===== src/design/fdps_pkg.sv =====
package fdps_pkg;

	localparam int MAX_PIXELS = 65536;
	localparam int ADDR_W = $clog2(MAX_PIXELS);
	localparam int CNT_W = ADDR_W + 1;

	localparam int ACC_W = 34;
	localparam int LOG_W = 22;
	localparam int CLAMP_W = 15;

	localparam logic [17:0] NUM_SCALE = 18'd195075;
	localparam logic [17:0] LOG_SCALE = 18'd197283;
	localparam logic [17:0] SCORE_SCALE = 18'd255744;
	localparam logic [14:0] SCORE_FULL = 15'd25600;
	localparam logic [14:0] MIN_CLAMP_RST = 15'd6400;
	localparam logic [14:0] MAX_CLAMP_RST = 15'd11520;

	localparam logic REG_MIN_CLAMP = 1'b0;
	localparam logic REG_MAX_CLAMP = 1'b1;

	typedef enum logic [3:0] {
		ST_RUN,
		ST_DRAIN,
		ST_SETUP,
		ST_LOGA_GO,
		ST_LOGA_WAIT,
		ST_LOGB_GO,
		ST_LOGB_WAIT,
		ST_SCALE,
		ST_ROUND,
		ST_CLAMP,
		ST_NUMER,
		ST_DIV_GO,
		ST_DIV_WAIT,
		ST_OUT
	} fdps_state_t;

	typedef enum logic [1:0] {
		LG_IDLE,
		LG_NORM,
		LG_SQR
	} fdps_log_state_t;

	typedef enum logic {
		DV_IDLE,
		DV_RUN
	} fdps_div_state_t;

endpackage


===== src/design/fdps_div.sv =====
module fdps_div (
	input  logic        clk,
	input  logic        arst_n,
	input  logic        start,
	input  logic [33:0] numer,
	input  logic [17:0] denom,
	output logic        done,
	output logic [14:0] quot
);

	fdps_pkg::fdps_div_state_t state_q, state_d;
	logic [33:0] n_q;
	logic [33:0] q_q;
	logic [18:0] rem_q;
	logic [17:0] d_q;
	logic [5:0]  cnt_q;
	logic        done_q;
	logic [18:0] trial;

	assign trial = {rem_q[17:0], n_q[33]};

	always_comb begin
		state_d = state_q;
		case (state_q)
			fdps_pkg::DV_IDLE: if (start) state_d = fdps_pkg::DV_RUN;
			fdps_pkg::DV_RUN:  if (cnt_q == 6'd33) state_d = fdps_pkg::DV_IDLE;
			default:           state_d = fdps_pkg::DV_IDLE;
		endcase
	end

	always_ff @(posedge clk or negedge arst_n) begin
		if (!arst_n) begin
			state_q <= fdps_pkg::DV_IDLE;
			done_q <= 1'b0;
		end else begin
			state_q <= state_d;
			done_q <= (state_q == fdps_pkg::DV_RUN) && (cnt_q == 6'd33);
		end
	end

	always_ff @(posedge clk) begin
		case (state_q)
			fdps_pkg::DV_IDLE: begin
				n_q <= numer;
				d_q <= denom;
				rem_q <= '0;
				q_q <= '0;
				cnt_q <= '0;
			end
			fdps_pkg::DV_RUN: begin
				n_q <= {n_q[32:0], 1'b0};
				if (trial >= {1'b0, d_q}) begin
					rem_q <= trial - {1'b0, d_q};
					q_q <= {q_q[32:0], 1'b1};
				end else begin
					rem_q <= trial;
					q_q <= {q_q[32:0], 1'b0};
				end
				cnt_q <= cnt_q + 6'd1;
			end
			default: ;
		endcase
	end

	assign done = done_q;
	assign quot = q_q[14:0];

endmodule


===== config.mk =====
export PLATFORM = sky130hd
export DESIGN_NAME = fdps_div
export DESIGN_NICKNAME = d
export VERILOG_FILES = /design/src/design/fdps_pkg.sv /design/src/design/fdps_div.sv
export SDC_FILE = /design/constraint.sdc
export NUM_CORES = 1
export LEC_CHECK = 0
export BUFFER_PORTS_ARGS = -buffer_cell sky130_fd_sc_hd__buf_2
export CORE_AREA = 2 2 90 92
export DETAILED_ROUTE_END_ITERATION = 12
export DIE_AREA = 0 0 92 94
export PLACE_DENSITY = 0.76
export SLEW_MARGIN = 20
export SYNTH_ARGS = -nofsm -noshare
export SYNTH_HDL_FRONTEND = slang
export SYNTH_SLANG_ARGS = --single-unit

===== constraint.sdc =====
create_clock -name clk -period 4.3 [get_ports clk]
set_clock_uncertainty 0.05 [all_clocks]
set_input_delay 1.075 -clock clk [delete_from_list [all_inputs] [get_ports clk]]
set_output_delay 1.075 -clock clk [all_outputs]
set_load 0.02 [all_outputs]

==> summary.txt <==
Routing
  – Drt first pass iters: 4
  – Drt drc: 0
  – DR vias/cell: 5.34
  – Initial DRC count: roughly 150
  – Final WL: 7850 µm
  – Post-route ant nets: 0
  – Routed wire per std cell: 14.1 µm
  – DR vias: 2962

Power and ir drop
  – Switching pwr: 1.38 mW
  – Clock power frac: 16.0%
  – Max rail drop VDD: around 380 µV
  – PwrDens: 778 mW/mm²
  – Sequential power share: 38.0%
  – Pleak: 2.09 nW
  – Internal: 2.26 mW
  – Design Power: 3.64 mW
  – Sw Share: 37.9%
  – Combinational power share: 46.0%

Global routing
  – Largest net degree at the start of global routing: 55
  – GR Overflow Total: 0
  – Total GRT Usage: 18.8%
  – First-pass GRT wire length: 12900 µm
  – Vias in the first global route: roughly 2.9k
  – Initial antenna violation count: 0

Timing
  – # setup viols final: 0
  – Slew @ Worst Pin: between 0.7 and 0.8 ns
  – Crit share post-route: a little under 60%
  – RSZ-0062 raised after global routing: false
  – Final min period: about 2.5 ns
  – Max Fclk: 0.401 GHz
  – Final Hold Viols: 0
  – Final Max Tran Viols: 0
  – Worst slew margin relative to its limit: 50.1%
  – Post-route setup TNS: 0 ns

Clock network
  – Clock latency on the worst-skew pair: 0.36 ns
  – # clock sinks: 93
  – Post-CTS sizing: 0
  – Hold bufs inserted after CTS: 0
  – Clock slew at reported path FFs: 0.10 ns
  – Post-CTS setup repair buffer count: 0
  – CTS Root Cell: clkbuf_8
  – Clk buf depth: 2
  – TritonCTS clock tree: done
  – Num CTS Buffers: 9
  – H-tree Lvls: 3

Setup path
  – Worst path slowest cell: fa_1
  – Reg2reg setup slack: ~1.8 ns
  – Max FO, Critical Path: 3
  – Slowest stage delay, CP: 0.42 ns
  – Worst setup SP type: register
  – Buf+Inv Stages, Crit Path: 2
  – WS Path Type: reg2reg
  – Critical R2R Launch: n_q[33]
  – Worst path cell trace: inv_1 -> ha_1 -> inv_1 -> fa_1 -> a211o_1 -> a211o_1 -> a21bo_2 -> a21oi_2 -> o21ai_1 -> a311oi_2
  – Critical path origin: n_q[33]
  – Top delay family on crit path: compound AO/OA/AOI/OAI gates
  – Worst setup EP type: register
  – Critical Path AT: 2.72 ns
  – Worst path required time: 4.53 ns

Status
  – Status: complete, no violations

Floorplan
  – Initial core utilization: a little over half
  – Die ar.: 0.00865 mm²
  – Die Ht: around 94 µm
  – # IOs: a little over 70
  – Die width: ~90 µm
  – Std cell rows: 32
  – Core box area: 0.00761 mm²

Min path
  – Hold crit path type: reg2reg
  – Hold wc startpoint: n_q[22]

Placed design
  – Routability cong.: 0.900
  – Buffers on Ports: 70
  – Cell Area, Placed: 0.00449 mm²
  – Post-DP HPWL: between 5000 and 6000 µm

Yosys
  – Largest family of logic cells by synthesized area: compound AO/OA/AOI/OAI gates
  – Most frequent cell after synthesis: dfxtp_1
  – Post-synth top area share: between 30% and 40%
  – Synth area leaders: dfxtp_1 36%, edfxtp_1 13%, mux2_2 9.1%
  – Number of flops mapped to enable cells by yosys: 18
  – Ys flop type: dfxtp_1
  – Adder-cell area share of the yosys netlist: under 10%
  – Netlist cell types: 59
  – Avg Synthesized Cell Area: 10.7 µm²
  – Seq cells post-synth: 93
  – Post-synthesis simple-gate area fraction: 11.3%
  – Synth warn: 0
  – Compound-Gate Fraction of Synth Area: 15.8%
  – Syn Nets: 457
  – Fraction of synthesized cell area in xor and xnor cells: 2.57%
  – Sequential fraction of the synthesis area: 50.1%
  – FFs w/ async S/R, synth: 2.15%
  – Synth area leader: dfxtp_1
  – Synth top cells by count: 73 x dfxtp_1, 33 x mux2_2, 30 x a21oi_1
  – Mapped Area: 0.00409 mm²
  – Post-Syn Instances: 381
  – Mux contribution to synthesized area: 9.08%

Final layout
  – Final std cell area, no fill: 0.00469 mm²
  – FF+latch area: 0.00205 mm²
  – Ant. Diodes: 0
  – Multi-input gate area: 0.00186 mm²
  – Final #Nets: 524
  – Area Growth Syn to Fin: 14.5%
  – Fraction of layout cells with a size suffix above 1: 30.0%
  – Fillers: 670

Flow run
  – MaxCap Viol Count: 0
-- cell type report --
class / count / area share [%]
clock buffers: 9 / 2.64
clock inverters: 7 / 1.52
inverters: 24 / 1.92
multi-input cells: 248 / 39.6
flip-flops and latches: 93 / 43.8
well taps: 102 / 2.72
repair buffers: 72 / 7.80
-- per-stage QoR --
stage          hold slack (ns)  setup WS (ns)  std cells  util (%)
2_1_floorplan            0.383           1.98        381         -
3_3_place_gp             0.384           1.90        539      59.0
3_5_place_dp             0.389           1.84        539      59.0
4_1_cts                  0.408           1.82        555      61.6
5_1_grt                  0.407           1.64        555      61.6
6_report                 0.408           1.81        555      61.6
-- power by group through the flow --
stage / combinational [mW] / sequential [mW] / clock [mW]
after global placement: 1.62 / 1.39 / 0
after global routing: 1.86 / 1.42 / 0.634
after floorplan: 1.26 / 1.46 / 0
after CTS: 1.67 / 1.39 / 0.599
final: 1.67 / 1.38 / 0.584
after detailed placement: 1.66 / 1.40 / 0
-- cell families after synthesis --
logic type	count (synthesis)
compound gates	92
flops	93
mux	33
fa+ha+maj	21
simple gates	90
xor+xnor	12
buf+inv	40
-- flip-flops by register name, summed over array words and instances (netlist names) --
signal	cells
done	1
d_q	18
q_q	15
cnt_q	6
state_q	1
n_q	34
rem_q	18
-- layer usage --
layer	up-vias	share of wire, %	wire length (µm)	global-route usage [%]
li1	1491	-	-	-
met1	1374	44	3480	24.0
met2	86	46	3600	30.2
met3	11	8.0	631	5.46
met4	0	1.6	128	7.46
met5	-	0	0	0
-- cell usage in the layout (no fill, tap or decap), types with 3 or more instances in the layout --
cell      instances
o21ai_1          11
xnor2_1           6
nand4_1           3
a211oi_1          3
o21a_1            3
clkbuf_8          9
a21oi_1          30
or3_1             3
dfxtp_1          73
clkinv_2          3
inv_1            24
ha_1             20
nor2_1           15
o21ai_0           8
o211ai_1          3
and2_1           16
nand2_1          19
mux2_2           33
nand3_1          16
buf_2            70
xor2_1            6
nor3_1            6
a211o_1           3
a21o_1            7
edfxtp_1         18
-- worst paths after layout --
| check | end | cells after the start |
|---|---|---|
| max | rem_q[14] | 10 |
| min | n_q[23] | 1 |
| max reg2reg | rem_q[14] | 10 |
| min reg2reg | n_q[23] | 1 |
| max in group asynchronous | done | 1 |
| min in group asynchronous | state_q | 1 |
Power figures use the tool's default switching activity.
