`config.mk`:
```
export PLATFORM = sky130hd
export DESIGN_NAME = fdps_log2
export DESIGN_NICKNAME = d
export VERILOG_FILES = /design/src/design/fdps_pkg.sv /design/src/design/fdps_log2.sv
export SDC_FILE = /design/constraint.sdc
export NUM_CORES = 2
export LEC_CHECK = 0
export BUFFER_PORTS_ARGS = -buffer_cell sky130_fd_sc_hd__clkbuf_2
export CORE_ASPECT_RATIO = 1.2
export CORE_MARGIN = 3
export CORE_UTILIZATION = 50
export DETAILED_ROUTE_END_ITERATION = 10
export GPL_ROUTABILITY_DRIVEN = 0
export MAX_ROUTING_LAYER = met4
export PLACE_DENSITY = 0.66
export SETUP_SLACK_MARGIN = 0.15
export SLEW_MARGIN = 15
export SYNTH_ARGS = -nofsm -noshare
export SYNTH_HDL_FRONTEND = slang
export SYNTH_SLANG_ARGS = --single-unit
```
`constraint.sdc`:
```
create_clock -name clk -period 15.7 [get_ports clk]
set_input_delay 3.14 -clock clk [delete_from_list [all_inputs] [get_ports clk]]
set_output_delay 3.14 -clock clk [all_outputs]
set_load 0.01 [all_outputs]
```
`src/design/fdps_pkg.sv`:
```
package fdps_pkg;

	localparam int MAX_PIXELS = 65536;
	localparam int ADDR_W = $clog2(MAX_PIXELS);
	localparam int CNT_W = ADDR_W + 1;

	localparam int ACC_W = 34;
	localparam int LOG_W = 22;
	localparam int CLAMP_W = 15;

	localparam logic [17:0] NUM_SCALE = 18'd195075;
	localparam logic [17:0] LOG_SCALE = 18'd197283;
	localparam logic [17:0] SCORE_SCALE = 18'd255744;
	localparam logic [14:0] SCORE_FULL = 15'd25600;
	localparam logic [14:0] MIN_CLAMP_RST = 15'd6400;
	localparam logic [14:0] MAX_CLAMP_RST = 15'd11520;

	localparam logic REG_MIN_CLAMP = 1'b0;
	localparam logic REG_MAX_CLAMP = 1'b1;

	typedef enum logic [3:0] {
		ST_RUN,
		ST_DRAIN,
		ST_SETUP,
		ST_LOGA_GO,
		ST_LOGA_WAIT,
		ST_LOGB_GO,
		ST_LOGB_WAIT,
		ST_SCALE,
		ST_ROUND,
		ST_CLAMP,
		ST_NUMER,
		ST_DIV_GO,
		ST_DIV_WAIT,
		ST_OUT
	} fdps_state_t;

	typedef enum logic [1:0] {
		LG_IDLE,
		LG_NORM,
		LG_SQR
	} fdps_log_state_t;

	typedef enum logic {
		DV_IDLE,
		DV_RUN
	} fdps_div_state_t;

endpackage

```
`src/design/fdps_log2.sv`:
```
module fdps_log2 (
	input  logic                         clk,
	input  logic                         arst_n,
	input  logic                         start,
	input  logic [fdps_pkg::ACC_W-1:0]   value,
	output logic                         done,
	output logic [fdps_pkg::LOG_W-1:0]   result
);

	fdps_pkg::fdps_log_state_t state_q, state_d;
	logic [fdps_pkg::ACC_W-1:0] x_q;
	logic [5:0]  e_q;
	logic [31:0] m_q;
	logic [15:0] frac_q;
	logic [3:0]  it_q;
	logic        done_q;
	logic [63:0] prod;
	logic [32:0] sq;

	assign prod = m_q * m_q;
	assign sq = prod[63:31];

	always_comb begin
		state_d = state_q;
		case (state_q)
			fdps_pkg::LG_IDLE: if (start) state_d = fdps_pkg::LG_NORM;
			fdps_pkg::LG_NORM: if (x_q[fdps_pkg::ACC_W-1]) state_d = fdps_pkg::LG_SQR;
			fdps_pkg::LG_SQR:  if (it_q == 4'd15) state_d = fdps_pkg::LG_IDLE;
			default:           state_d = fdps_pkg::LG_IDLE;
		endcase
	end

	always_ff @(posedge clk or negedge arst_n) begin
		if (!arst_n) begin
			state_q <= fdps_pkg::LG_IDLE;
			done_q <= 1'b0;
		end else begin
			state_q <= state_d;
			done_q <= (state_q == fdps_pkg::LG_SQR) && (it_q == 4'd15);
		end
	end

	always_ff @(posedge clk) begin
		case (state_q)
			fdps_pkg::LG_IDLE: begin
				x_q <= value;
				e_q <= 6'(fdps_pkg::ACC_W - 1);
				frac_q <= '0;
				it_q <= '0;
			end
			fdps_pkg::LG_NORM: begin
				// Shift until the leading one reaches the top; it then sits at bit 31 of m.
				if (x_q[fdps_pkg::ACC_W-1]) begin
					m_q <= x_q[fdps_pkg::ACC_W-1 -: 32];
				end else begin
					x_q <= {x_q[fdps_pkg::ACC_W-2:0], 1'b0};
					e_q <= e_q - 6'd1;
				end
			end
			fdps_pkg::LG_SQR: begin
				if (sq[32]) begin
					m_q <= sq[32:1];
					frac_q <= {frac_q[14:0], 1'b1};
				end else begin
					m_q <= sq[31:0];
					frac_q <= {frac_q[14:0], 1'b0};
				end
				it_q <= it_q + 4'd1;
			end
			default: ;
		endcase
	end

	assign done = done_q;
	assign result = {e_q, frac_q};

endmodule

```
==> impl_metrics.ini <==
[route]
vias_per_cell = 5.32
detailedRoute.firstIterationViolations = 1379
drt.antenna.violating_nets = 0
drt_pre_antenna_iters = 5
remaining_drc_errors = 0
routed-via-count = 23415
routed_wire_length_mm = 88.0
post_drt_wl_per_cell_um = 20.0

[global_routing]
busiest_layer = met2
grt_overflow_total = 0
grt_pass1_vias = 26368
grt_use_total_pct = 26.9
gr-usage-met1_pct = 30.4
met2_capacity_usage_during_global_routing_pct = 49.0
grt_max_degree = 71
grt_antenna_before_repair = 2
first_pass_grt_wire_length_mm = 142
grtUsageMet3_pct = 2.67

[worst_setup_path]
worst_path_max_stage_delay_ns = 0.74
cp_num_buf_inv = 6
critical_path_peak_fanout = 26
worstReg2RegEnd = m_q[26]$_DFFE_PP_
critical-path-top-delay-family = adder cells
critPathMostFrequentCell = sky130_fd_sc_hd__fa_1
worstReg2RegStart = m_q[16]$_DFFE_PP_
crit_path_end_kind = register
arrival_ns = 9.65
timing.critical_path.required_ns = 15.79
timing.reg2reg.setup_slack_ns = 6.14
worst-path-stages = 26
crit_slowest_cell = sky130_fd_sc_hd__a2111oi_0
worstRegToRegCells = 26
endpoint = m_q[26]$_DFFE_PP_
critPathLaunchType = register
critical_path.startpoint = m_q[16]$_DFFE_PP_
path_class = reg -> reg

[synthesis]
synth.lib_cells_used.distinct = 70
yosys.area.top_type_share_pct = 47.1
number_of_synthesized_flops_with_an_enable_pin = 92
ys_async_sr_fraction_pct = 3.16
synth.ff_latch_count = 95
postSynthCellCount = 3535
average_instance_area_after_synthesis_sq_um = 9.51
syn-num-nets = 4662
synth_top_cells_by_count = sky130_fd_sc_hd__inv_1, sky130_fd_sc_hd__fa_1, sky130_fd_sc_hd__nand2_1, sky130_fd_sc_hd__ha_1, sky130_fd_sc_hd__and2_1
most_used_dff_post_synth = sky130_fd_sc_hd__edfxtp_1
yosysMostFrequentCell = sky130_fd_sc_hd__inv_1
ys_warn_count = 0
synth-seq-area-share_pct = 8.44
top_post_synthesis_cells_by_area = sky130_fd_sc_hd__fa_1, sky130_fd_sc_hd__ha_1, sky130_fd_sc_hd__inv_1
synth_area_sq_um = 33600
synthDominantAreaCellType = sky130_fd_sc_hd__fa_1

[clocking]
cts_tree = done
post_cts_buffers = 0
cts_made_buffers = 9
cts_num_sinks = 95
cts.repair.resized = 0
cts.hold.buffers_added = 0
clkSlewWorstSetupHoldPaths_ns = 0.06
clk_path_buf_depth = 2
insertion_delay_ns = 0.34
cts_htree_levels = 3
cts-root-buf = sky130_fd_sc_hd__clkbuf_16

[final_layout]
final_core_utilization_pct = 52.9
nNetsFinal = 4630
final_layout_size_suffix_gt1_share_pct = 4.10
syn_to_final_growth_pct = 4.16
multi_input_comb_area_sq_um = 26500
regArea_sq_um = 2840
fillerInstances = 6168

[die]
die_y_um = 290
fp.dieArea_sq_um = 70400
ioPinCount = 60
start_util_pct = 50.8
std_cell_rows = 103
die_width_um = 243
coreArea_sq_um = 66200

[timing]
report.final.setup_viol = 0
hold_viol = 0
unrepaired_setup_endpoints_after_global_routing = no
clock-skew-final_ns = 0.00638
period_share_pct = 60.9
postLayoutSetupSlackWorst_ns = 6.14
slew_headroom_pct = 28.5
finalHoldWorstSlack_ns = 0.577
clock.fmax_mhz = 105
fin_setup_tns_ns = 0
post-route-min-period_ns = 9.56
timing.final.max_slew_violations = 0
worst_slew_pin_slew_ns = 1.07

[flow_run]
max_cap_violations = 0

[status]
status = finished clean

[placement]
io_buffer_count = 59
dp_hpwl_mm = 69.3
dpl_worst_slack_ns = 6.38

[min_path]
hold_wc_path_type = reg -> reg
## cell type report
class,instances,area share [%]
multi-input combinational,2318,75.8
antenna,2,0.0143
timing repair buffer,97,1.66
sequential,95,8.10
inverter,982,10.5
clock inverter,1,0.0250
clock buffer,15,0.707
tap,892,3.19
## worst reg2reg max path: stages, from the launching register on
cell                        delay, ns
sky130_fd_sc_hd__edfxtp_1        0.34
sky130_fd_sc_hd__buf_4           0.41
sky130_fd_sc_hd__clkinv_1        0.52
sky130_fd_sc_hd__nor2_1          0.28
sky130_fd_sc_hd__fa_1            0.47
sky130_fd_sc_hd__fa_1            0.46
sky130_fd_sc_hd__fa_1            0.52
sky130_fd_sc_hd__inv_1           0.08
sky130_fd_sc_hd__fa_1            0.51
sky130_fd_sc_hd__inv_1           0.06
sky130_fd_sc_hd__fa_1            0.45
sky130_fd_sc_hd__fa_1            0.51
sky130_fd_sc_hd__fa_1            0.54
sky130_fd_sc_hd__inv_1           0.07
sky130_fd_sc_hd__fa_1            0.50
sky130_fd_sc_hd__inv_1           0.05
sky130_fd_sc_hd__ha_1            0.43
sky130_fd_sc_hd__a21oi_1         0.11
sky130_fd_sc_hd__o21ai_0         0.54
sky130_fd_sc_hd__a21oi_1         0.16
sky130_fd_sc_hd__nor3_1          0.35
sky130_fd_sc_hd__nand3_1         0.21
sky130_fd_sc_hd__a2111oi_0       0.74
sky130_fd_sc_hd__a21boi_0        0.36
sky130_fd_sc_hd__o21ai_0         0.38
sky130_fd_sc_hd__o31a_1          0.19
sky130_fd_sc_hd__nand3_1         0.07
## how the worst min path moves through the flow
stage                            startpoint                 to  slack (ns)  cells past startpoint
final                     x_q[14]$_DFFE_PP_  m_q[12]$_DFFE_PP_        0.58                      2
after global routing      x_q[14]$_DFFE_PP_  m_q[12]$_DFFE_PP_        0.62                      2
after CTS                 x_q[14]$_DFFE_PP_  m_q[12]$_DFFE_PP_        0.58                      2
after detailed placement  x_q[14]$_DFFE_PP_  m_q[12]$_DFFE_PP_        0.54                      2
after global placement    x_q[14]$_DFFE_PP_  m_q[12]$_DFFE_PP_        0.56                      2
after floorplan           x_q[32]$_DFFE_PP_  m_q[30]$_DFFE_PP_        0.52                      2
## through the flow
step / std cells / instance area, sq um
global placement: 4384 / 34800
floorplan: 3535 / 33600
CTS: 4400 / 35000
finish: 4402 / 35000
global route: 4401 / 35000
detailed placement: 4384 / 34800
## cells in the final DEF (no fill, tap or decap), types with 7 or more instances in the layout
| master | netlist | layout |
|---|---|---|
| sky130_fd_sc_hd__nand3_1 | 20 | 20 |
| sky130_fd_sc_hd__a31o_2 | 12 | 12 |
| sky130_fd_sc_hd__nor2_1 | 82 | 82 |
| sky130_fd_sc_hd__nor3_1 | 13 | 13 |
| sky130_fd_sc_hd__o21bai_1 | 11 | 11 |
| sky130_fd_sc_hd__fa_1 | 791 | 791 |
| sky130_fd_sc_hd__a21oi_1 | 72 | 71 |
| sky130_fd_sc_hd__mux2i_1 | 21 | 21 |
| sky130_fd_sc_hd__and3_1 | 28 | 28 |
| sky130_fd_sc_hd__and2_1 | 235 | 235 |
| sky130_fd_sc_hd__a21o_1 | 20 | 20 |
| sky130_fd_sc_hd__o21ai_0 | 92 | 92 |
| sky130_fd_sc_hd__inv_1 | 981 | 980 |
| sky130_fd_sc_hd__buf_4 | 2 | 38 |
| sky130_fd_sc_hd__clkbuf_16 | 0 | 9 |
| sky130_fd_sc_hd__nor2b_1 | 10 | 10 |
| sky130_fd_sc_hd__o21a_1 | 10 | 10 |
| sky130_fd_sc_hd__clkbuf_2 | 0 | 59 |
| sky130_fd_sc_hd__xor2_1 | 42 | 41 |
| sky130_fd_sc_hd__edfxtp_1 | 92 | 92 |
| sky130_fd_sc_hd__nand2_1 | 357 | 355 |
| sky130_fd_sc_hd__nand4_1 | 22 | 22 |
| sky130_fd_sc_hd__nand2b_1 | 39 | 39 |
| sky130_fd_sc_hd__ha_1 | 299 | 299 |
| sky130_fd_sc_hd__a31oi_1 | 10 | 10 |
| sky130_fd_sc_hd__xnor2_1 | 43 | 43 |
| sky130_fd_sc_hd__or2_2 | 7 | 7 |
## cell families after synthesis
family                   share of synthesized area, %
XOR/XNOR                                         2.21
AO/OA/AOI/OAI                                    5.49
AND/OR/NAND/NOR                                  12.1
adder cells (fa/ha/maj)                          58.2
flip-flops                                       8.44
buffers and inverters                            12.7
multiplexers                                    0.759
## per-layer routing
layer  wire (um)  part of all wire (%)  vias to the layer above
li1            -                     -                    10435
met1       31500                    36                    11960
met2       47500                    54                      770
met3        4360                   5.0                      250
met4        4620                   5.2                        0
met5           0                     0                        -
## flip-flops by register name, summed over array words and instances (netlist names)
signal and count:
state_q 2, it_q 4, done 1, m_q 32
frac_q 16, x_q 34, e_q 6
Power is left out: the tool's default activity adds up to more than one toggle a clock period on the data nets, which glitch-free logic cannot reach.
