==> src/design/fdps_lane.sv <==
module fdps_lane (
	input  logic [7:0]  cur,
	input  logic [7:0]  prev,
	output logic [15:0] sq
);

	logic [7:0] diff;

	assign diff = (cur > prev) ? (cur - prev) : (prev - cur);
	assign sq = diff * diff;

endmodule

==> config.mk <==
export PLATFORM = sky130hd
export DESIGN_NAME = fdps_lane
export DESIGN_NICKNAME = d
export VERILOG_FILES = /design/src/design/fdps_lane.sv
export SDC_FILE = /design/constraint.sdc
export NUM_CORES = 1
export LEC_CHECK = 0
export BUFFER_PORTS_ARGS = -buffer_cell sky130_fd_sc_hd__buf_2
export CORE_MARGIN = 2
export CORE_UTILIZATION = 40
export DETAILED_ROUTE_END_ITERATION = 8
export PLACE_DENSITY_LB_ADDON = 0.3
export SYNTH_ARGS = -nofsm -noshare
export SYNTH_HDL_FRONTEND = slang
export SYNTH_SLANG_ARGS = --single-unit
==> constraint.sdc <==
create_clock -name vclk -period 9.5
set_clock_uncertainty 0.2 [all_clocks]
set_input_delay 0.95 -clock vclk [all_inputs]
set_output_delay 0.95 -clock vclk [all_outputs]
set_load 0.005 [all_outputs]
==> metrics.txt, run 1 <==
# TYPE chip_impl_metric gauge
chip_impl_metric{name="rows",unit=""} 28
chip_impl_metric{name="syn_to_final_growth",unit="%"} 7.184
chip_impl_metric{name="worstMarginPinSlew",unit="ns"} 0.6882
chip_impl_info{name="cp_cell_sequence",value="buf_2, inv_1, ha_1, fa_1, and3b_4, o21ai_2, a21oi_2, mux2i_1, xor2_1, inv_1, fa_1, inv_1, fa_1, fa_1, fa_1, inv_1, ha_1, or4_1, o211ai_1, nor2_1, a311oi_1, xnor2_1, buf_2"} 1
chip_impl_metric{name="flops_and_latches",unit=""} 0
chip_impl_metric{name="route.antenna.remaining_nets",unit=""} 0
chip_impl_info{name="slowest_stage_cell_on_the_critical_path",value="sky130_fd_sc_hd__fa_1"} 1
chip_impl_metric{name="wl_per_cell",unit="microns"} 11.23
chip_impl_metric{name="postRouteWirelength",unit="microns"} 4325
chip_impl_metric{name="cts_setup_buffers",unit=""} 0
chip_impl_metric{name="grt_max_degree",unit=""} 13
chip_impl_metric{name="dr.first_iter.drc_count",unit=""} 69
chip_impl_metric{name="synthesis.yosys.warnings",unit=""} 0
chip_impl_metric{name="drc",unit=""} 0
chip_impl_metric{name="die_area",unit="sq um"} 6691
chip_impl_metric{name="first_pass_iters",unit=""} 4
chip_impl_metric{name="worst_slew_margin_rel",unit=""} 0.5412
chip_impl_metric{name="ioPinCount",unit=""} 32
chip_impl_metric{name="via_per_inst",unit=""} 5.023
chip_impl_metric{name="finalCriticalPeriod",unit="ns"} 8.738
chip_impl_metric{name="chipHeight",unit="microns"} 81.80
chip_impl_metric{name="grt_pass1_wl",unit="microns"} 7969
chip_impl_metric{name="setup-violations-final",unit=""} 0
chip_impl_info{name="rsz_0062_raised_after_global_routing",value="no"} 1
chip_impl_metric{name="drive_gt1_frac",unit=""} 0.1710
chip_impl_metric{name="routabilityCongestion",unit=""} 0.8305
chip_impl_metric{name="cts_repair_resize_count",unit=""} 0
chip_impl_info{name="worstSetupEndpointType",value="output pin"} 1
chip_impl_metric{name="postSynthNetCount",unit=""} 374
chip_impl_metric{name="achievable-frequency",unit="MHz"} 114.4
chip_impl_metric{name="timing.final.hold_violations",unit=""} 0
chip_impl_metric{name="final-seq-area",unit="sq um"} 0
chip_impl_metric{name="synthesis.instances",unit=""} 287
chip_impl_metric{name="final_nets",unit=""} 399
chip_impl_metric{name="worstPathArrival",unit="ns"} 7.59
chip_impl_metric{name="cp.buffers_inverters",unit=""} 6
chip_impl_metric{name="gr-usage-all-layers",unit=""} 0.1447
chip_impl_metric{name="drv_cap",unit=""} 0
chip_impl_metric{name="post-dp-hpwl",unit="microns"} 3812
chip_impl_info{name="post_synthesis_cell_type_with_the_largest_combined_area",value="sky130_fd_sc_hd__ha_1"} 1
chip_impl_metric{name="finalMaxSlewViolations",unit=""} 0
chip_impl_info{name="most_common_cell_on_crit_path",value="sky130_fd_sc_hd__fa_1"} 1
chip_impl_info{name="hold_path_class",value="input port to output pin"} 1
chip_impl_metric{name="path_max_fanout",unit=""} 12
chip_impl_info{name="crit_type",value="input port to output pin"} 1
chip_impl_metric{name="die-width",unit="microns"} 81.80
chip_impl_metric{name="vias_in_the_first_global_route",unit=""} 1873
chip_impl_metric{name="post_cts_hold_buffer_count",unit=""} 0
chip_impl_metric{name="synth_area_per_cell",unit="sq um"} 8.436
chip_impl_info{name="critical-path-top-delay-family",value="adder cells"} 1
chip_impl_metric{name="synthesis.area",unit="sq um"} 2421
chip_impl_metric{name="crit_required",unit="ns"} 8.35
chip_impl_metric{name="fraction_of_synthesized_cell_area_taken_by_the_top_area_cell_type",unit=""} 0.2377
chip_impl_metric{name="clock_buffers",unit=""} 0
chip_impl_info{name="synth_cell_count_leaders",value="56 x sky130_fd_sc_hd__inv_1, 46 x sky130_fd_sc_hd__ha_1, 28 x sky130_fd_sc_hd__nor2_1, 25 x sky130_fd_sc_hd__fa_1, 18 x sky130_fd_sc_hd__a21oi_1"} 1
chip_impl_info{name="yosysMostFrequentCell",value="sky130_fd_sc_hd__inv_1"} 1
chip_impl_metric{name="io_buffers",unit=""} 31
chip_impl_metric{name="design.core.area",unit="sq um"} 5886
chip_impl_metric{name="final.period_utilization",unit=""} 0.9197
chip_impl_metric{name="grt_overflow_total",unit=""} 0
chip_impl_metric{name="antenna_violations_before_repair",unit=""} 0
chip_impl_metric{name="detailroute.via_count",unit=""} 1934
chip_impl_metric{name="timing.critical_path.slowest_cell_delay",unit="ns"} 0.57
chip_impl_info{name="netlist_top_cells_area",value="sky130_fd_sc_hd__ha_1 24%, sky130_fd_sc_hd__fa_1 21%, sky130_fd_sc_hd__inv_1 8.7%"} 1
chip_impl_metric{name="totalNegativeSetupSlack",unit="ns"} 0
chip_impl_metric{name="synth.lib_cells_used.distinct",unit=""} 55
chip_impl_metric{name="initial_core_util",unit=""} 0.4114
chip_impl_metric{name="seq_area_frac_synth",unit=""} 0
chip_impl_metric{name="antennaDiodeCount",unit=""} 0
chip_impl_info{name="status",value="completed"} 1
chip_impl_info{name="cp-start-kind",value="input port"} 1
[routing by layer]
metal / wire length [microns] / share of wire / up-vias / track usage
met2: 2163 / 0.50 / 49 / 0.2667
li1: - / - / 989 / -
met1: 1977 / 0.46 / 894 / 0.1973
met3: 169 / 0.039 / 2 / 0.001099
met4: 14 / 0.0032 / 0 / 0.01167
met5: 0 / 0 / - / 0
[per-stage QoR]
stage                     area [sq um]  std cells  setup WS, ns  utilization  hold WS (ns)
after detailed placement          2595        385        0.7548       0.4409         2.428
after global routing              2595        385        0.2927       0.4409         2.499
after CTS                         2595        385        0.7453       0.4409         2.428
after global placement            2595        385        0.9139       0.4409         2.424
after floorplan                   2421        287         1.788            -         2.014
final                             2595        385        0.7624       0.4409         2.422
[placed cells by master (no fill, tap or decap), types with 4 or more instances in the layout]
master,count
sky130_fd_sc_hd__inv_1,56
sky130_fd_sc_hd__nand2_1,9
sky130_fd_sc_hd__a21o_1,6
sky130_fd_sc_hd__fa_1,25
sky130_fd_sc_hd__xor2_1,6
sky130_fd_sc_hd__buf_2,31
sky130_fd_sc_hd__mux2i_1,5
sky130_fd_sc_hd__o21ai_0,5
sky130_fd_sc_hd__ha_1,46
sky130_fd_sc_hd__xnor2_1,17
sky130_fd_sc_hd__nor2_1,28
sky130_fd_sc_hd__a21oi_1,18
sky130_fd_sc_hd__nor2b_1,4
[cell type report]
class	instances	area [sq um]
fillers	597	3291
multi-input cells	222	2132
inverters	57	214.0
repair buffers	31	155.1
well taps	75	93.84
[tightest hold or removal path, stage by stage]
cell and delay (ns):
sky130_fd_sc_hd__buf_2 0.09, sky130_fd_sc_hd__ha_1 0.37, sky130_fd_sc_hd__inv_1 0.14, sky130_fd_sc_hd__buf_2 0.12
[kinds of logic (layout without fill, tap and decap cells)]
| group | after synthesis | after routing | share of synthesized area |
|---|---|---|---|
| AND/OR/NAND/NOR | 68 | 68 | 0.1535 |
| XOR/XNOR | 27 | 27 | 0.1147 |
| AO/OA/AOI/OAI | 48 | 48 | 0.1308 |
| other | 1 | 1 | 0.001549 |
| multiplexers | 7 | 7 | 0.03566 |
| buffers and inverters | 65 | 88 | 0.1194 |
| adder cells (fa/ha/maj) | 71 | 71 | 0.4444 |
[path summary, 6_finish.rpt]
check / startpoint / endpoint / cells after the start
setup / recovery: cur[0] / sq[15] / 23
hold / removal: prev[0] / sq[0] / 4
Power of run 1 is not shown: default switching activity piles up to over one toggle a cycle in this logic, so the estimate is an artifact.
==> run 2, diff against run 1 <==
--- a/config.mk
+++ b/config.mk
@@ -10,6 +10,7 @@
 export CORE_UTILIZATION = 40
 export DETAILED_ROUTE_END_ITERATION = 8
 export PLACE_DENSITY_LB_ADDON = 0.3
+export SLEW_MARGIN = 30
 export SYNTH_ARGS = -nofsm -noshare
 export SYNTH_HDL_FRONTEND = slang
 export SYNTH_SLANG_ARGS = --single-unit
==> constraint.sdc (replaced) <==
create_clock -name vclk -period 10.5
set_clock_uncertainty 0.2 [all_clocks]
set_input_delay 1.05 -clock vclk [all_inputs]
set_output_delay 1.05 -clock vclk [all_outputs]
set_load 0.005 [all_outputs]
==> metrics.txt, run 2 (synthesis results as in run 1) <==
# TYPE chip_impl_metric gauge
chip_impl_metric{name="worst_slew_margin_rel",unit=""} 0.5313
chip_impl_metric{name="clock_buffers",unit=""} 0
chip_impl_metric{name="cts_setup_buffers",unit=""} 0
chip_impl_info{name="status",value="completed"} 1
chip_impl_info{name="cp-start-kind",value="input port"} 1
chip_impl_metric{name="post_cts_hold_buffer_count",unit=""} 0
chip_impl_metric{name="antenna_violations_before_repair",unit=""} 0
chip_impl_metric{name="totalNegativeSetupSlack",unit="ns"} 0
chip_impl_metric{name="worstMarginPinSlew",unit="ns"} 0.7030
chip_impl_metric{name="finalMaxSlewViolations",unit=""} 0
chip_impl_metric{name="worstHoldPathCells",unit=""} 4
chip_impl_metric{name="ioPinCount",unit=""} 32
chip_impl_metric{name="rows",unit=""} 28
chip_impl_metric{name="detailroute.via_count",unit=""} 1871
chip_impl_info{name="hold_path_class",value="input port to output pin"} 1
chip_impl_metric{name="postLayoutCellArea",unit="sq um"} 2595
chip_impl_metric{name="io_buffers",unit=""} 31
chip_impl_metric{name="die_area",unit="sq um"} 6691
chip_impl_metric{name="crit_required",unit="ns"} 9.25
chip_impl_metric{name="final_nets",unit=""} 399
chip_impl_metric{name="achievable-frequency",unit="MHz"} 112.8
chip_impl_metric{name="grt_pass1_wl",unit="microns"} 7886
chip_impl_metric{name="final.period_utilization",unit=""} 0.8444
chip_impl_info{name="crit_type",value="input port to output pin"} 1
chip_impl_metric{name="route.antenna.remaining_nets",unit=""} 0
chip_impl_metric{name="final-seq-area",unit="sq um"} 0
chip_impl_metric{name="design.core.area",unit="sq um"} 5886
chip_impl_metric{name="final_cells",unit=""} 385
chip_impl_metric{name="syn_to_final_growth",unit="%"} 7.184
chip_impl_metric{name="drive_gt1_frac",unit=""} 0.1710
chip_impl_metric{name="wl_per_cell",unit="microns"} 11.11
chip_impl_info{name="layout.cells.most_common",value="sky130_fd_sc_hd__inv_1"} 1
chip_impl_metric{name="finalCoreUtilization",unit=""} 0.4409
chip_impl_metric{name="dr.first_iter.drc_count",unit=""} 46
chip_impl_metric{name="drc",unit=""} 0
chip_impl_metric{name="grt_max_degree",unit=""} 13
chip_impl_info{name="rsz_0062_raised_after_global_routing",value="no"} 1
chip_impl_metric{name="grt_overflow_total",unit=""} 0
chip_impl_metric{name="initial_core_util",unit=""} 0.4114
chip_impl_metric{name="first_pass_iters",unit=""} 4
chip_impl_metric{name="path_max_fanout",unit=""} 12
chip_impl_metric{name="post_dp_cell_area",unit="sq um"} 2595
chip_impl_metric{name="flops_and_latches",unit=""} 0
chip_impl_info{name="final_cell_mix",value="56 x sky130_fd_sc_hd__inv_1, 46 x sky130_fd_sc_hd__ha_1, 31 x sky130_fd_sc_hd__buf_2"} 1
chip_impl_metric{name="chipHeight",unit="microns"} 81.80
chip_impl_metric{name="post-dp-hpwl",unit="microns"} 3805
chip_impl_metric{name="dp_cell_count",unit=""} 385
chip_impl_metric{name="drv_cap",unit=""} 0
chip_impl_metric{name="timing.final.hold_violations",unit=""} 0
chip_impl_metric{name="cts_repair_resize_count",unit=""} 0
chip_impl_info{name="worstSetupEndpointType",value="output pin"} 1
chip_impl_metric{name="postRouteWirelength",unit="microns"} 4277
chip_impl_metric{name="worstPathArrival",unit="ns"} 7.62
chip_impl_metric{name="via_per_inst",unit=""} 4.860
chip_impl_metric{name="gr-usage-all-layers",unit=""} 0.1429
chip_impl_metric{name="vias_in_the_first_global_route",unit=""} 1872
chip_impl_metric{name="antennaDiodeCount",unit=""} 0
chip_impl_metric{name="die-width",unit="microns"} 81.80
chip_impl_metric{name="setup-violations-final",unit=""} 0
chip_impl_metric{name="routabilityCongestion",unit=""} 0.8301
chip_impl_metric{name="finalCriticalPeriod",unit="ns"} 8.866
-- run 2: layout make-up --
class | count | area (sq um)
fillers | 622 | 3291
well taps | 75 | 93.84
repair buffers | 31 | 155.1
multi-input cells | 222 | 2132
inverters | 57 | 214.0
-- run 2: path summary, 6_finish.rpt --
path    start      to  slack, ns
max    cur[0]  sq[15]       1.63
min   prev[0]   sq[0]       2.63
-- run 2: critical path, stage by stage --
cell	delay, ns
sky130_fd_sc_hd__buf_2	0.09
sky130_fd_sc_hd__inv_1	0.03
sky130_fd_sc_hd__ha_1	0.21
sky130_fd_sc_hd__fa_1	0.42
sky130_fd_sc_hd__and3b_4	0.32
sky130_fd_sc_hd__o21ai_2	0.06
sky130_fd_sc_hd__a21oi_2	0.57
sky130_fd_sc_hd__mux2i_1	0.30
sky130_fd_sc_hd__xor2_1	0.52
sky130_fd_sc_hd__inv_1	0.21
sky130_fd_sc_hd__fa_1	0.57
sky130_fd_sc_hd__inv_1	0.05
sky130_fd_sc_hd__fa_1	0.46
sky130_fd_sc_hd__fa_1	0.52
sky130_fd_sc_hd__fa_1	0.55
sky130_fd_sc_hd__inv_1	0.04
sky130_fd_sc_hd__ha_1	0.33
sky130_fd_sc_hd__or4_1	0.41
sky130_fd_sc_hd__o211ai_1	0.14
sky130_fd_sc_hd__nor2_1	0.11
sky130_fd_sc_hd__a311oi_1	0.34
sky130_fd_sc_hd__xnor2_1	0.15
sky130_fd_sc_hd__buf_2	0.13
-- run 2: metrics by stage --
step,setup slack (ns),hold WS [ns]
6_report,1.634,2.630
5_1_grt,1.218,2.696
4_1_cts,1.605,2.624
3_5_place_dp,1.612,2.627
3_3_place_gp,1.707,2.623
2_1_floorplan,2.588,2.214
-- run 2: per-layer routing --
layer,part of all wire,track usage,vias up
met4,0.0065,0.01167,0
li1,-,-,986
met1,0.49,0.1926,858
met2,0.48,0.2650,25
met3,0.022,0.002198,2
met5,0,0,-
Power of run 2 is left out for the same reason.
==> run 3, diff against run 2 <==
--- a/config.mk
+++ b/config.mk
@@ -5,6 +5,7 @@
 export SDC_FILE = /design/constraint.sdc
 export NUM_CORES = 1
 export LEC_CHECK = 0
+export ABC_AREA = 1
 export BUFFER_PORTS_ARGS = -buffer_cell sky130_fd_sc_hd__buf_2
 export CORE_MARGIN = 2
 export CORE_UTILIZATION = 40
==> constraint.sdc (replaced) <==
create_clock -name vclk -period 7.65
set_clock_uncertainty 0.2 [all_clocks]
set_input_delay 0.765 -clock vclk [all_inputs]
set_output_delay 0.765 -clock vclk [all_outputs]
set_load 0.005 [all_outputs]
==> metrics.txt, run 3 <==
# TYPE chip_impl_metric gauge
chip_impl_metric{name="syn_to_final_growth",unit="%"} 7.485
chip_impl_metric{name="io_buffers",unit=""} 31
chip_impl_metric{name="cts_repair_resize_count",unit=""} 0
chip_impl_metric{name="postSynthNetCount",unit=""} 460
chip_impl_metric{name="design.core.area",unit="sq um"} 6386
chip_impl_metric{name="via_per_inst",unit=""} 4.768
chip_impl_metric{name="final_nets",unit=""} 486
chip_impl_metric{name="rows",unit=""} 29
chip_impl_info{name="yosysMostFrequentCell",value="sky130_fd_sc_hd__inv_1"} 1
chip_impl_info{name="hold_path_class",value="input port to output pin"} 1
chip_impl_metric{name="totalNegativeSetupSlack",unit="ns"} 0
chip_impl_info{name="slowest_stage_cell_on_the_critical_path",value="sky130_fd_sc_hd__fa_1"} 1
chip_impl_metric{name="vias_in_the_first_global_route",unit=""} 2296
chip_impl_metric{name="route.antenna.remaining_nets",unit=""} 0
chip_impl_metric{name="cp.buffers_inverters",unit=""} 7
chip_impl_info{name="synth_cell_count_leaders",value="86 x sky130_fd_sc_hd__inv_1, 72 x sky130_fd_sc_hd__nand2_1, 46 x sky130_fd_sc_hd__ha_1, 26 x sky130_fd_sc_hd__nor2_1, 25 x sky130_fd_sc_hd__fa_1"} 1
chip_impl_metric{name="drc",unit=""} 0
chip_impl_metric{name="die-width",unit="microns"} 85.26
chip_impl_metric{name="fraction_of_synthesized_cell_area_taken_by_the_top_area_cell_type",unit=""} 0.2179
chip_impl_info{name="final_cell_mix",value="86 x sky130_fd_sc_hd__inv_1, 72 x sky130_fd_sc_hd__nand2_1, 46 x sky130_fd_sc_hd__ha_1"} 1
chip_impl_metric{name="first_pass_iters",unit=""} 4
chip_impl_metric{name="gr-usage-all-layers",unit=""} 0.1485
chip_impl_info{name="crit_type",value="input port to output pin"} 1
chip_impl_metric{name="final.period_utilization",unit=""} 0.8926
chip_impl_metric{name="synth.lib_cells_used.distinct",unit=""} 34
chip_impl_metric{name="cts_setup_buffers",unit=""} 0
chip_impl_metric{name="wl_per_cell",unit="microns"} 10.37
chip_impl_metric{name="die_area",unit="sq um"} 7269
chip_impl_info{name="layout.cells.most_common",value="sky130_fd_sc_hd__inv_1"} 1
chip_impl_info{name="post_synthesis_cell_type_with_the_largest_combined_area",value="sky130_fd_sc_hd__ha_1"} 1
chip_impl_metric{name="crit_required",unit="ns"} 6.68
chip_impl_metric{name="synthesis.yosys.warnings",unit=""} 0
chip_impl_metric{name="dr.first_iter.drc_count",unit=""} 108
chip_impl_metric{name="grt_overflow_total",unit=""} 0
chip_impl_metric{name="drive_gt1_frac",unit=""} 0.1738
chip_impl_metric{name="routabilityCongestion",unit=""} 0.9225
chip_impl_metric{name="grt_max_degree",unit=""} 11
chip_impl_metric{name="chipHeight",unit="microns"} 85.26
chip_impl_metric{name="setup-violations-final",unit=""} 0
chip_impl_metric{name="timing.critical_path.slowest_cell_delay",unit="ns"} 0.52
chip_impl_metric{name="postRouteWirelength",unit="microns"} 4916
chip_impl_metric{name="worstHoldPathCells",unit=""} 4
chip_impl_metric{name="synth_area_per_cell",unit="sq um"} 7.081
chip_impl_metric{name="drv_cap",unit=""} 0
chip_impl_metric{name="worst_slew_margin_rel",unit=""} 0.6550
chip_impl_metric{name="final-seq-area",unit="sq um"} 0
chip_impl_metric{name="post-dp-hpwl",unit="microns"} 4480
chip_impl_metric{name="ioPinCount",unit=""} 32
chip_impl_info{name="hold-path-endpoint",value="sq[0]"} 1
chip_impl_metric{name="path_max_fanout",unit=""} 10
chip_impl_metric{name="synthesis.area",unit="sq um"} 2641
chip_impl_metric{name="worstPathArrival",unit="ns"} 5.86
chip_impl_metric{name="grt_pass1_wl",unit="microns"} 9439
chip_impl_metric{name="detailroute.via_count",unit=""} 2260
chip_impl_info{name="status",value="completed"} 1
chip_impl_info{name="netlist_top_cells_area",value="sky130_fd_sc_hd__ha_1 22%, sky130_fd_sc_hd__fa_1 19%, sky130_fd_sc_hd__inv_1 12%"} 1
chip_impl_info{name="rsz_0062_raised_after_global_routing",value="no"} 1
chip_impl_metric{name="worstMarginPinSlew",unit="ns"} 0.5175
chip_impl_metric{name="finalMaxSlewViolations",unit=""} 0
chip_impl_metric{name="antenna_violations_before_repair",unit=""} 0
chip_impl_metric{name="antennaDiodeCount",unit=""} 0
chip_impl_info{name="worstHoldStart",value="prev[0]"} 1
chip_impl_metric{name="synthesis.instances",unit=""} 373
chip_impl_metric{name="post_cts_hold_buffer_count",unit=""} 0
chip_impl_info{name="cp-start-kind",value="input port"} 1
chip_impl_metric{name="flops_and_latches",unit=""} 0
chip_impl_info{name="worstSetupEndpointType",value="output pin"} 1
chip_impl_metric{name="achievable-frequency",unit="MHz"} 146.4
chip_impl_metric{name="initial_core_util",unit=""} 0.4136
chip_impl_metric{name="timing.final.hold_violations",unit=""} 0
chip_impl_metric{name="clock_buffers",unit=""} 0
chip_impl_metric{name="finalCriticalPeriod",unit="ns"} 6.829
chip_impl_metric{name="seq_area_frac_synth",unit=""} 0
chip_impl_info{name="critical-path-top-delay-family",value="adder cells"} 1
run 3: cell count changes after synthesis, moves of 3 or more:
cell,delta
sky130_fd_sc_hd__inv_1,+30
sky130_fd_sc_hd__inv_2,+3
sky130_fd_sc_hd__mux2i_1,-5
sky130_fd_sc_hd__a21o_1,-4
sky130_fd_sc_hd__buf_6,-3
sky130_fd_sc_hd__nand2_1,+63
sky130_fd_sc_hd__nand2_2,+9
sky130_fd_sc_hd__nand2_4,+8
sky130_fd_sc_hd__xnor2_1,-7
sky130_fd_sc_hd__nor2b_1,-4
sky130_fd_sc_hd__nand3_1,+16
sky130_fd_sc_hd__xor2_1,+7
sky130_fd_sc_hd__a211oi_1,-3
run 3: metrics by stage:
stage / hold slack [ns] / utilization / area (sq um) / instances / setup WS (ns)
finish: 2.160 / 0.4446 / 2839 / 474 / 0.8214
CTS: 2.155 / 0.4446 / 2839 / 474 / 0.7803
floorplan: 1.753 / - / 2641 / 373 / 1.329
detailed placement: 2.155 / 0.4446 / 2839 / 474 / 0.8208
global route: 2.187 / 0.4446 / 2839 / 474 / 0.4056
global placement: 2.160 / 0.4446 / 2839 / 474 / 0.9262
run 3: layout make-up:
cell class,instances,area (sq um)
fill,680,3547
multi-input combinational,273,2226
inverter,93,361.6
timing repair buffer,31,155.1
tap,77,96.34
run 3: worst max-delay path by stage:
stage | from | end | slack [ns] | cells after the start
2_1_floorplan | cur[0] | sq[15] | 1.33 | 27
3_3_place_gp | cur[0] | sq[15] | 0.93 | 31
3_5_place_dp | cur[0] | sq[15] | 0.82 | 29
4_1_cts | cur[0] | sq[15] | 0.78 | 29
5_1_grt | cur[0] | sq[15] | 0.41 | 31
6_report | cur[0] | sq[15] | 0.82 | 28
run 3: metal layers:
| metal | track usage | routed length [microns] | vias up |
|---|---|---|---|
| met3 | 0.004864 | 164 | 2 |
| li1 | - | - | 1176 |
| met1 | 0.2069 | 2358 | 1042 |
| met4 | 0.007215 | 19 | 0 |
| met2 | 0.2685 | 2374 | 40 |
| met5 | 0 | 0 | - |
run 3: logic make-up after synthesis:
family,after synthesis,synth area share
AOI/OAI and AO/OA,31,0.06679
xor gates and xnor gates,24,0.08243
adders and majority gates,71,0.4074
buffers and inverters,100,0.1573
other,1,0.001420
and+or+nand+nor,146,0.2847
Power of run 3 is left out for the same reason.
